[config.mk]
export PLATFORM = sky130hd
export DESIGN_NAME = first_fit_range_allocator_unit_flat
export DESIGN_NICKNAME = d
export VERILOG_FILES = /design/src/hdl/ffra_pkg.sv /design/src/hdl/ffra_if.sv /design/src/hdl/ffra_datapath.sv /design/src/hdl/ffra_ctrl.sv /design/src/hdl/first_fit_range_allocator_unit.sv /design/src/flat_wrapper.sv
export SDC_FILE = /design/constraint.sdc
export NUM_CORES = 2
export LEC_CHECK = 0
export BUFFER_PORTS_ARGS = -buffer_cell sky130_fd_sc_hd__buf_2
export CAP_MARGIN = 20
export CORE_ASPECT_RATIO = 0.6
export CORE_MARGIN = 4
export CORE_UTILIZATION = 45
export DETAILED_ROUTE_END_ITERATION = 10
export PLACE_DENSITY_LB_ADDON = 0.15
export SYNTH_ARGS = -nofsm -noshare
export SYNTH_HDL_FRONTEND = slang
export SYNTH_SLANG_ARGS = --single-unit
[constraint.sdc]
create_clock -name clk -period 20 [get_ports clk]
set_clock_uncertainty 0.15 [all_clocks]
set_input_delay 3 -clock clk [delete_from_list [all_inputs] [get_ports clk]]
set_output_delay 3 -clock clk [all_outputs]
set_load 0.02 [all_outputs]
[src/hdl/ffra_pkg.sv]
`timescale 1ns / 1ps
// ----------------------------------------------------------------------------
// ffra_pkg
// Shared sizes, status codes and controller/datapath bundles for the
// first-fit range allocator.
// ----------------------------------------------------------------------------
package ffra_pkg;

  localparam int HEAP_SIZE  = 256;
  localparam int FREE_SLOTS = 64;
  localparam int ADDR_W     = $clog2(HEAP_SIZE);
  localparam int LEN_W      = $clog2(HEAP_SIZE + 1);
  localparam int POS_W      = $clog2(FREE_SLOTS);
  localparam int CNT_W      = $clog2(FREE_SLOTS + 1);
  localparam int GEN_W      = 8;
  localparam logic [GEN_W-1:0] GEN_MASK = 8'hFF;

  localparam logic [2:0] ST_OK            = 3'd0;
  localparam logic [2:0] ST_NO_SPACE      = 3'd1;
  localparam logic [2:0] ST_BAD_COUNT     = 3'd2;
  localparam logic [2:0] ST_NOT_ALLOCATED = 3'd3;
  localparam logic [2:0] ST_LIST_FULL     = 3'd4;

  localparam logic OP_ALLOC = 1'b0;
  localparam logic OP_FREE  = 1'b1;

  // Commands from controller to datapath
  typedef struct packed {
    logic load;       // capture request
    logic clr_step;   // one step of the block-table clearing pass
    logic scan_rd;    // issue list read at scan index
    logic scan_adv;   // advance scan index
    logic blk_rd;     // read block table at base
    logic alloc_hit;  // commit allocate at scan index
    logic free_go;    // commit free (merge decision taken)
    logic sh_rd;      // read the entry to be moved
    logic sh_wr;      // write the moved entry and step the shift pointer
    logic sh_end;     // close the shift: place new entry, adjust used count
    logic fin;        // write result
    logic [2:0] st;   // status to report
  } ffra_cmd_t;

  // Status from datapath to controller
  typedef struct packed {
    logic clr_done;
    logic scan_end;   // scan index reached used count
    logic fits;       // entry at scan index holds the count
    logic exact;      // entry at scan index holds exactly the count
    logic past;       // entry start >= base
    logic blk_zero;   // no block at base
    logic need_new;   // free needs a new entry
    logic both;       // free joins both neighbours
    logic list_full;
    logic sh_more;    // another entry still has to move
    logic op;
    logic cnt_zero;
  } ffra_sts_t;

endpackage

[src/hdl/ffra_if.sv]
`timescale 1ns / 1ps
// ----------------------------------------------------------------------------
// ffra_in_if / ffra_out_if
// Valid/ready channels for requests and results.
// ----------------------------------------------------------------------------
interface ffra_in_if;
  logic       valid;
  logic       ready;
  logic       op;
  logic [8:0] count;
  logic [7:0] base_index;
  modport source (output valid, op, count, base_index, input ready);
  modport sink   (input valid, op, count, base_index, output ready);
endinterface

interface ffra_out_if;
  logic       valid;
  logic       ready;
  logic [2:0] status;
  logic [7:0] block_start;
  logic [8:0] block_size;
  logic [7:0] generation;
  modport source (output valid, status, block_start, block_size, generation, input ready);
  modport sink   (input valid, status, block_start, block_size, generation, output ready);
endinterface

[src/hdl/ffra_datapath.sv]
`timescale 1ns / 1ps
// ----------------------------------------------------------------------------
// ffra_datapath
// Free-range list memories, block table, generation counter and result
// register of the allocator.
// ----------------------------------------------------------------------------
module ffra_datapath
  import ffra_pkg::*;
(
  input  logic             clk,
  input  logic             rst_n,
  input  ffra_cmd_t        cmd,
  output ffra_sts_t        sts,
  input  logic             in_op,
  input  logic [8:0]       in_count,
  input  logic [7:0]       in_base,
  output logic [2:0]       res_status,
  output logic [7:0]       res_start,
  output logic [8:0]       res_size,
  output logic [7:0]       res_gen
);

  // List memories: one write port, registered read
  logic [LEN_W-1:0] rs_mem [FREE_SLOTS];
  logic [LEN_W-1:0] rl_mem [FREE_SLOTS];
  logic [LEN_W-1:0] blk_mem [HEAP_SIZE];

  logic              op_r;
  logic [8:0]        cnt_r;
  logic [ADDR_W-1:0] base_r;
  logic [CNT_W-1:0]  used_r;
  logic [CNT_W-1:0]  idx_r;      // scan index
  logic [CNT_W-1:0]  sh_r;       // shift pointer
  logic              ins_r;      // insert shifts up, remove shifts down
  logic [GEN_W-1:0]  gen_r;
  logic [ADDR_W:0]   clr_r;
  logic [LEN_W-1:0]  cur_s_r, cur_l_r;   // entry at idx
  logic [LEN_W-1:0]  prv_s_r, prv_l_r;   // entry at idx-1
  logic              prv_v_r;
  logic [LEN_W-1:0]  blen_r;
  logic [LEN_W-1:0]  sh_s_r, sh_l_r;
  logic [2:0]        rst_r;
  logic [7:0]        rstart_r;
  logic [8:0]        rsize_r;
  logic [7:0]        rgen_r;

  logic              in_list, jn, jp, exact;
  logic [LEN_W:0]    base_end, prv_end;
  logic [GEN_W-1:0]  gen_nxt;
  logic [POS_W-1:0]  idx_a, idxm1_a, sh_a, src_a;
  logic [CNT_W-1:0]  sh_inc;

  assign idx_a    = idx_r[POS_W-1:0];
  assign idxm1_a  = POS_W'(idx_r - CNT_W'(1));
  assign sh_a     = sh_r[POS_W-1:0];
  assign sh_inc   = sh_r + CNT_W'(1);
  assign src_a    = ins_r ? POS_W'(sh_r - CNT_W'(1)) : sh_inc[POS_W-1:0];
  assign in_list  = (idx_r < used_r);
  assign base_end = {1'b0, LEN_W'(base_r)} + {1'b0, blen_r};
  assign prv_end  = {1'b0, prv_s_r} + {1'b0, prv_l_r};
  assign jn       = in_list && (base_end == {1'b0, cur_s_r});
  assign jp       = prv_v_r && (prv_end == {1'b0, LEN_W'(base_r)});
  assign exact    = cur_l_r == LEN_W'(cnt_r);
  assign gen_nxt  = (gen_r == GEN_MASK) ? GEN_W'(1) : gen_r + GEN_W'(1);

  assign sts.clr_done  = clr_r[ADDR_W];
  assign sts.scan_end  = !in_list;
  assign sts.fits      = cur_l_r >= LEN_W'(cnt_r);
  assign sts.exact     = exact;
  assign sts.past      = cur_s_r >= LEN_W'(base_r);
  assign sts.blk_zero  = blen_r == '0;
  assign sts.need_new  = !jn && !jp;
  assign sts.both      = jn && jp;
  assign sts.list_full = used_r >= CNT_W'(FREE_SLOTS);
  assign sts.sh_more   = ins_r ? (sh_r > idx_r) : (sh_inc < used_r);
  assign sts.op        = op_r;
  assign sts.cnt_zero  = cnt_r == '0;

  // Control registers
  always_ff @(posedge clk) begin
    if (!rst_n) begin
      used_r  <= CNT_W'(1);
      gen_r   <= '0;
      clr_r   <= '0;
      idx_r   <= '0;
      prv_v_r <= 1'b0;
      sh_r    <= '0;
      ins_r   <= 1'b0;
    end else begin
      if (cmd.clr_step) clr_r <= clr_r + (ADDR_W+1)'(1);
      if (cmd.load) begin
        idx_r   <= '0;
        prv_v_r <= 1'b0;
      end
      if (cmd.scan_adv) begin
        idx_r   <= idx_r + CNT_W'(1);
        prv_v_r <= 1'b1;
      end
      if (cmd.alloc_hit) begin
        gen_r <= gen_nxt;
        if (exact) begin
          ins_r <= 1'b0;
          sh_r  <= idx_r;
        end
      end
      if (cmd.free_go) begin
        if (jp && jn) begin
          ins_r <= 1'b0;
          sh_r  <= idx_r;
        end else if (!jp && !jn) begin
          ins_r <= 1'b1;
          sh_r  <= used_r;
        end
      end
      if (cmd.sh_wr) sh_r <= ins_r ? sh_r - CNT_W'(1) : sh_inc;
      if (cmd.sh_end) used_r <= ins_r ? used_r + CNT_W'(1) : used_r - CNT_W'(1);
    end
  end

  // Request capture
  always_ff @(posedge clk) begin
    if (cmd.load) begin
      op_r   <= in_op;
      cnt_r  <= in_count;
      base_r <= in_base;
    end
  end

  // List reads: entry at scan index, previous entry kept, entry to move
  always_ff @(posedge clk) begin
    if (cmd.scan_rd) begin
      cur_s_r <= rs_mem[idx_a];
      cur_l_r <= rl_mem[idx_a];
    end
    if (cmd.scan_adv) begin
      prv_s_r <= cur_s_r;
      prv_l_r <= cur_l_r;
    end
    if (cmd.sh_rd) begin
      sh_s_r <= rs_mem[src_a];
      sh_l_r <= rl_mem[src_a];
    end
  end

  // Block table: clearing pass, lookup and update
  always_ff @(posedge clk) begin
    if (cmd.blk_rd) blen_r <= blk_mem[base_r];
    if (cmd.clr_step) blk_mem[clr_r[ADDR_W-1:0]] <= '0;
    else if (cmd.alloc_hit) blk_mem[cur_s_r[ADDR_W-1:0]] <= LEN_W'(cnt_r);
    else if (cmd.free_go) blk_mem[base_r] <= '0;
  end

  // List writes: initial whole-heap range, commits and shifted entries
  always_ff @(posedge clk) begin
    if (cmd.clr_step && clr_r == '0) begin
      rs_mem[0] <= '0;
      rl_mem[0] <= LEN_W'(HEAP_SIZE);
    end else if (cmd.alloc_hit && !exact) begin
      rs_mem[idx_a] <= cur_s_r + LEN_W'(cnt_r);
      rl_mem[idx_a] <= cur_l_r - LEN_W'(cnt_r);
    end else if (cmd.free_go) begin
      if (jp) begin
        rl_mem[idxm1_a] <= prv_l_r + blen_r + (jn ? cur_l_r : '0);
      end else if (jn) begin
        rs_mem[idx_a] <= LEN_W'(base_r);
        rl_mem[idx_a] <= cur_l_r + blen_r;
      end
    end else if (cmd.sh_wr) begin
      rs_mem[sh_a] <= sh_s_r;
      rl_mem[sh_a] <= sh_l_r;
    end else if (cmd.sh_end && ins_r) begin
      rs_mem[idx_a] <= LEN_W'(base_r);
      rl_mem[idx_a] <= blen_r;
    end
  end

  // Result register
  always_ff @(posedge clk) begin
    if (cmd.fin) begin
      rst_r <= cmd.st;
      if (cmd.st != ST_OK) begin
        rstart_r <= '0; rsize_r <= '0; rgen_r <= '0;
      end else if (op_r == OP_ALLOC) begin
        rstart_r <= cur_s_r[7:0]; rsize_r <= cnt_r; rgen_r <= gen_r;
      end else begin
        rstart_r <= base_r; rsize_r <= blen_r; rgen_r <= '0;
      end
    end
  end

  assign res_status = rst_r;
  assign res_start  = rstart_r;
  assign res_size   = rsize_r;
  assign res_gen    = rgen_r;

endmodule

[src/hdl/ffra_ctrl.sv]
`timescale 1ns / 1ps
// ----------------------------------------------------------------------------
// ffra_ctrl
// Sequencer: clearing pass, first-fit scan, ordered insert and list shifts.
// ----------------------------------------------------------------------------
module ffra_ctrl
  import ffra_pkg::*;
(
  input  logic      clk,
  input  logic      rst_n,
  input  logic      in_valid,
  output logic      in_ready,
  output logic      out_valid,
  input  logic      out_ready,
  input  ffra_sts_t sts,
  output ffra_cmd_t cmd
);

  localparam logic [2:0] S_CLR   = 3'd0;
  localparam logic [2:0] S_IDLE  = 3'd1;
  localparam logic [2:0] S_DEC   = 3'd2;
  localparam logic [2:0] S_RD    = 3'd3;
  localparam logic [2:0] S_CHK   = 3'd4;
  localparam logic [2:0] S_SHCHK = 3'd5;
  localparam logic [2:0] S_SHWR  = 3'd6;
  localparam logic [2:0] S_FIN   = 3'd7;

  logic [2:0] state_r, state_nxt;
  logic       ov_r, ov_nxt;
  logic [2:0] st_r, st_nxt;

  assign in_ready  = (state_r == S_IDLE);
  assign out_valid = ov_r;

  // Next state and commands
  always_comb begin
    state_nxt = state_r;
    ov_nxt    = ov_r;
    st_nxt    = st_r;
    cmd       = '0;
    cmd.st    = st_r;
    if (ov_r && out_ready) ov_nxt = 1'b0;
    case (state_r)
      S_CLR: begin
        if (sts.clr_done) state_nxt = S_IDLE;
        else cmd.clr_step = 1'b1;
      end
      S_IDLE: begin
        if (in_valid) begin
          cmd.load  = 1'b1;
          state_nxt = S_DEC;
        end
      end
      S_DEC: begin
        cmd.blk_rd  = 1'b1;
        cmd.scan_rd = 1'b1;
        if (sts.op == OP_ALLOC && sts.cnt_zero) begin
          st_nxt = ST_BAD_COUNT;
          state_nxt = S_FIN;
        end else begin
          state_nxt = S_CHK;
        end
      end
      S_RD: begin
        cmd.scan_rd = 1'b1;
        state_nxt = S_CHK;
      end
      S_CHK: begin
        if (sts.op == OP_ALLOC) begin
          if (sts.scan_end) begin
            st_nxt = ST_NO_SPACE;
            state_nxt = S_FIN;
          end else if (sts.fits) begin
            cmd.alloc_hit = 1'b1;
            st_nxt = ST_OK;
            state_nxt = sts.exact ? S_SHCHK : S_FIN;
          end else begin
            cmd.scan_adv = 1'b1;
            state_nxt = S_RD;
          end
        end else if (sts.blk_zero) begin
          st_nxt = ST_NOT_ALLOCATED;
          state_nxt = S_FIN;
        end else if (!sts.scan_end && !sts.past) begin
          cmd.scan_adv = 1'b1;
          state_nxt = S_RD;
        end else if (sts.need_new && sts.list_full) begin
          st_nxt = ST_LIST_FULL;
          state_nxt = S_FIN;
        end else begin
          cmd.free_go = 1'b1;
          st_nxt = ST_OK;
          state_nxt = (sts.need_new || sts.both) ? S_SHCHK : S_FIN;
        end
      end
      S_SHCHK: begin
        // move one more entry, or close the shift
        if (sts.sh_more) begin
          cmd.sh_rd = 1'b1;
          state_nxt = S_SHWR;
        end else begin
          cmd.sh_end = 1'b1;
          state_nxt = S_FIN;
        end
      end
      S_SHWR: begin
        cmd.sh_wr = 1'b1;
        state_nxt = S_SHCHK;
      end
      S_FIN: begin
        // hold until the previous beat has left the result register
        if (!ov_r || out_ready) begin
          cmd.fin   = 1'b1;
          ov_nxt    = 1'b1;
          state_nxt = S_IDLE;
        end
      end
      default: state_nxt = S_IDLE;
    endcase
  end

  always_ff @(posedge clk) begin
    if (!rst_n) begin
      state_r <= S_CLR;
      ov_r    <= 1'b0;
      st_r    <= ST_OK;
    end else begin
      state_r <= state_nxt;
      ov_r    <= ov_nxt;
      st_r    <= st_nxt;
    end
  end

endmodule

[src/hdl/first_fit_range_allocator_unit.sv]
`timescale 1ns / 1ps
// ----------------------------------------------------------------------------
// first_fit_range_allocator_unit
// First-fit allocator over a sorted, coalescing list of free ranges.
// ----------------------------------------------------------------------------
// channel | dir | beat
// in_*    | in  | op, count, base_index
// out_*   | out | status, block_start, block_size, generation
//
// One request at a time. The scan reads and checks each free range it steps
// past, and removing or inserting a range moves entries one at a time; a zero
// allocate count ends after decode. Worst case is an allocate that scans past 64 ranges.
// After reset a pass clears the block table; no request is taken.
// A stalled result holds in the output register; the next request is taken
// but cannot finish until the held beat is accepted.
module first_fit_range_allocator_unit
  import ffra_pkg::*;
(
  input  logic clk,
  input  logic rst_n,
  ffra_in_if.sink    in_ch,
  ffra_out_if.source out_ch
);

  ffra_cmd_t cmd;
  ffra_sts_t sts;

  ffra_ctrl u_ctrl (
    .clk       (clk),
    .rst_n     (rst_n),
    .in_valid  (in_ch.valid),
    .in_ready  (in_ch.ready),
    .out_valid (out_ch.valid),
    .out_ready (out_ch.ready),
    .sts       (sts),
    .cmd       (cmd)
  );

  ffra_datapath u_dp (
    .clk        (clk),
    .rst_n      (rst_n),
    .cmd        (cmd),
    .sts        (sts),
    .in_op      (in_ch.op),
    .in_count   (in_ch.count),
    .in_base    (in_ch.base_index),
    .res_status (out_ch.status),
    .res_start  (out_ch.block_start),
    .res_size   (out_ch.block_size),
    .res_gen    (out_ch.generation)
  );

`ifndef SYNTHESIS
  a_hold_beat: assert property (@(posedge clk) disable iff (!rst_n)
    (out_ch.valid && !out_ch.ready) |=> (out_ch.valid && $stable({out_ch.status,
      out_ch.block_start, out_ch.block_size, out_ch.generation})))
    else $error("result beat changed while stalled");
  a_err_zero: assert property (@(posedge clk) disable iff (!rst_n)
    (out_ch.valid && out_ch.status != ST_OK) |-> (out_ch.block_size == '0))
    else $error("error result carries a size");
  a_gen_nonzero: assert property (@(posedge clk) disable iff (!rst_n)
    (out_ch.valid && out_ch.status == ST_OK && out_ch.generation != '0)
      |-> out_ch.block_size != '0) else $error("generation without block");
  a_status_range: assert property (@(posedge clk) disable iff (!rst_n)
    out_ch.valid |-> out_ch.status <= ST_LIST_FULL) else $error("unknown status");
`endif

endmodule

[src/flat_wrapper.sv]
// flat-port wrapper written by rule: the top's interface ports become plain ports
module first_fit_range_allocator_unit_flat import ffra_pkg::*;
  (clk, rst_n, in_ch_valid, in_ch_op, in_ch_count, in_ch_base_index, in_ch_ready, out_ch_valid, out_ch_status, out_ch_block_start, out_ch_block_size, out_ch_generation, out_ch_ready);
  ffra_in_if in_ch_i ();
  ffra_out_if out_ch_i ();
  input  logic clk;
  input  logic rst_n;
  input wire logic [$bits(in_ch_i.valid)-1:0] in_ch_valid;
  input wire logic [$bits(in_ch_i.op)-1:0] in_ch_op;
  input wire logic [$bits(in_ch_i.count)-1:0] in_ch_count;
  input wire logic [$bits(in_ch_i.base_index)-1:0] in_ch_base_index;
  output wire logic [$bits(in_ch_i.ready)-1:0] in_ch_ready;
  output wire logic [$bits(out_ch_i.valid)-1:0] out_ch_valid;
  output wire logic [$bits(out_ch_i.status)-1:0] out_ch_status;
  output wire logic [$bits(out_ch_i.block_start)-1:0] out_ch_block_start;
  output wire logic [$bits(out_ch_i.block_size)-1:0] out_ch_block_size;
  output wire logic [$bits(out_ch_i.generation)-1:0] out_ch_generation;
  input wire logic [$bits(out_ch_i.ready)-1:0] out_ch_ready;
  assign in_ch_i.valid = in_ch_valid;
  assign in_ch_i.op = in_ch_op;
  assign in_ch_i.count = in_ch_count;
  assign in_ch_i.base_index = in_ch_base_index;
  assign in_ch_ready = in_ch_i.ready;
  assign out_ch_valid = out_ch_i.valid;
  assign out_ch_status = out_ch_i.status;
  assign out_ch_block_start = out_ch_i.block_start;
  assign out_ch_block_size = out_ch_i.block_size;
  assign out_ch_generation = out_ch_i.generation;
  assign out_ch_i.ready = out_ch_ready;
  first_fit_range_allocator_unit u_core (.clk(clk), .rst_n(rst_n), .in_ch(in_ch_i), .out_ch(out_ch_i));
endmodule
==> flow_summary_export.csv <==
group,metric,value,unit
detailed_routing,ant_nets,0,
timing,fmax,120,MHz
timing,rsz0062_at_grt,"no",
detailed_routing,drt_pass1_iterations,6,
logic_synthesis,synthTopCellsByCount,"edfxtp_1 (3565), mux4_2 (1467), nor2_1 (475)",
logic_synthesis,avgSynthCellArea,21.3,um^2
logic_synthesis,synth_ff_type,"edfxtp_1",
clock_network,numCtsBuffers,341,
worst_setup_path,critical-path-top-delay-family,"simple AND/OR/NAND/NOR gates",
logic_synthesis,synth_area,0.152,mm^2
die,core,0.337,mm^2
logic_synthesis,synth_nets,7271,
logic_synthesis,synth_top_area_cell,"edfxtp_1",
clock_network,cts_sinks,3612,
layout,seqCellArea,0.108,mm^2
power,ir_worst_vdd,0.0000922,V
worst_setup_path,end_kind,"flop",
layout,nets,7398,
logic_synthesis,yosysUniqueCellTypes,75,
power,p_leak,0.0433,uW
timing,holdWs,345,ps
layout,fillers,26500,
run,maxCapViolCount,0,
detailed_routing,wirelength,436000,um
worst_setup_path,path_max_fanout,50,
global_routing,grt_pass1_wl,613000,um
logic_synthesis,synth_seq_cells,3612,
run_status,status,"complete, no violations",
timing,tightest_slew,1230,ps
power,p_sw_share,19.7,%
logic_synthesis,async_reset_ff_share,0,%
timing,tns,0,ps
clock_network,root_buffer,"clkbuf_16",
power,pwr-share-comb,0.6,%
clock_network,ctsResizeCount,0,
timing,finalHoldViolCount,0,
worst_setup_path,crit_path_start_kind,"flop",
power,seqPwrFrac,55.5,%
placed_design,hpwl,278000,um
clock_network,cts-hold-fix-buffers,0,
worst_setup_path,crit_chain,"buf_4 > ha_1 > a21o_1 > a211oi_1 > o21bai_1 > a21o_1 > a21oi_1 > xnor2_1 > nor3_1 > buf_4 > inv_1 > ha_1 > and2_1 > nor3_2 > buf_4 > nand2_1 > o21ai_0 > nor2b_1 > nand2_1 > nor2_1",
worst_setup_path,timing.critical_path.slowest_cell_delay,1020,ps
clock_network,htree_levels,5,
power,p_int,11900,uW
power,clkPwrFrac,43.9,%
worst_setup_path,arrival,8690,ps
timing,min_period_over_period,41.5,%
layout,area_growth,11.2,%
logic_synthesis,yosysMostFrequentCell,"edfxtp_1",
global_routing,antenna_found_initial,41,
worst_setup_path,crit_required,20380,ps
clock_network,clk_path_buf_depth,4,
worst_setup_path,crit_slowest_cell,"nor2_1",
clock_network,clkLatencyLatePin,910,ps
min_path,hold_path_class,"reg2reg",
logic_synthesis,ys_seq_area_share,70.9,%
global_routing,grt_max_degree,120,
layout,drive_gt1_share,29.6,%
global_routing,grt_pass1_vias,76100,
logic_synthesis,yosysWarnings,0,
global_routing,grt_util_all_layers,25.0,%
die,die_w,759,um
worst_setup_path,crit_buf_inv,4,
power,power_density,87.3,mW/mm^2
layout,final_cells,12000,
placed_design,gp_congestion,0.872,
logic_synthesis,syn_inst,7143,
clock_network,cts_tree,"built",
detailed_routing,drtIter0Drc,12000,
worst_setup_path,crit_top_cell,"buf_4",
die,ios,52,
worst_setup_path,worstSetupPathType,"reg2reg",
detailed_routing,vias,78600,
timing,fin_crit,8310,ps
die,start_util,45.2,%
timing,setup_viol,0,
die,fp-row-count,165,
global_routing,gr-total-overflow,0,
die,die-area,0.348,mm^2
die,dieHeight,459,um
power,switchingPower,2910,uW
placed_design,port-buffer-count,51,
detailed_routing,wire_per_inst,36.2,um
logic_synthesis,yosys.area.top_type_share,70.3,%
detailed_routing,drcViolationCount,0,
logic_synthesis,synth_edf_count,3565,
logic_synthesis,ys_top_cells_by_area,"edfxtp_1 (70%), mux4_2 (22%), nor2_1 (1.2%)",
timing,drv_slew,0,
clock_network,post-cts-setup-buffers,0,
placed_design,placed_cells,11400,
layout,multiInputGateArea,0.0426,mm^2
detailed_routing,vias_per_cell,6.52,
clock_network,clk_pin_slew,70,ps
timing,slew_headroom,17.5,%
-- through the flow --
step / total power, uW / setup WS (ps) / cell area (um^2) / util [%]
3_3_place_gp: 8450 / 11750 / 158000 / 46.9
4_1_cts: 14900 / 11780 / 169000 / 50.2
5_1_grt: 15200 / 11420 / 169000 / 50.2
3_5_place_dp: 8460 / 11780 / 158000 / 47.0
6_report: 14800 / 11690 / 169000 / 50.2
2_1_floorplan: 8400 / 12340 / 152000 / -
-- registers in the layout (all words and copies together) (netlist names), 8 cells and up --
register / flops
u_core.u_dp.blk_mem: 2304
u_core.u_dp.cur_s_r: 9
u_core.u_dp.res_start: 8
u_core.u_dp.res_gen: 8
u_core.u_dp.cur_l_r: 9
u_core.u_dp.blen_r: 9
u_core.u_dp.clr_r: 9
u_core.u_dp.prv_l_r: 9
u_core.u_dp.sh_l_r: 9
u_core.u_dp.cnt_r: 9
u_core.u_dp.rl_mem: 576
u_core.u_dp.rs_mem: 576
u_core.u_dp.sh_s_r: 9
u_core.u_dp.prv_s_r: 9
u_core.u_dp.res_size: 9
u_core.u_dp.base_r: 8
u_core.u_dp.gen_r: 8
-- power by group through the flow --
stage	Combinational, uW	Sequential, uW	Clock [uW]
floorplan	35.5	8370	0
global route	92.2	8200	6920
finish	90.8	8200	6480
CTS	89.8	8200	6580
global placement	83.2	8370	0
detailed placement	88.9	8370	0
-- cell families after synthesis --
family / Yosys count / share of synthesized area [%]
and+or+nand+nor: 953 / 2.69
AOI/OAI and AO/OA: 358 / 1.61
muxes: 1520 / 22.1
adders and majority gates: 106 / 0.945
buffers and inverters: 510 / 1.27
xor gates and xnor gates: 84 / 0.493
DFF: 3612 / 70.9
-- routing by layer --
layer  share of wire, %  global-route usage, %  vias up
met4                2.1                   4.97       10
li1                   -                      -    30600
met1                 45                   40.6    42800
met3                 13                   8.09      535
met5              0.014                      0        -
met2                 41                   32.8     4588
-- worst paths after layout --
kind,endpoint,slack (ps),cells past startpoint,startpoint
setup / recovery,u_core.u_dp.blk_mem[220][2],11690,20,u_core.u_dp.base_r[1]
hold / removal,u_core.u_dp.prv_v_r,340,2,u_core.u_dp.prv_v_r
setup reg to reg,u_core.u_dp.blk_mem[220][2],11690,20,u_core.u_dp.base_r[1]
hold reg to reg,u_core.u_dp.prv_v_r,340,2,u_core.u_dp.prv_v_r
-- placed cells by master, fill, tap and decap left out, types with 46 or more instances in the layout --
| cell type | netlist | routed |
|---|---|---|
| and2_1 | 55 | 46 |
| mux4_2 | 1467 | 1467 |
| clkinv_1 | 1 | 74 |
| edfxtp_1 | 3565 | 3565 |
| clkbuf_1 | 300 | 61 |
| ha_1 | 91 | 91 |
| a21oi_1 | 72 | 71 |
| clkinv_2 | 0 | 56 |
| clkbuf_16 | 0 | 348 |
| inv_1 | 63 | 57 |
| o21ai_0 | 90 | 85 |
| buf_2 | 11 | 51 |
| buf_4 | 0 | 147 |
| nand2_1 | 258 | 256 |
| nor2_1 | 475 | 473 |
| mux2i_1 | 52 | 52 |
| nand3_1 | 51 | 51 |
-- worst register-to-register path: stages (launching register included) --
cell and delay [ps]:
edfxtp_1 370, buf_4 700, ha_1 370, a21o_1 220, a211oi_1 290, o21bai_1 170
a21o_1 210, a21oi_1 180, xnor2_1 90, nor3_1 220, buf_4 220, inv_1 60
ha_1 360, and2_1 250, nor3_2 720, buf_4 360, nand2_1 80, o21ai_0 190
nor2b_1 750, nand2_1 940, nor2_1 1070
-- final cells by class --
type / count / share of cell area, %
clock inverters: 192 / 1.10
multi-input cells: 3021 / 25.2
well taps: 4509 / 3.33
repair buffers: 226 / 1.13
diodes: 11 / 0.0163
clock buffers: 409 / 5.28
flip-flops and latches: 3612 / 63.8
inverters: 68 / 0.158
(Power assumes the default switching activity.)
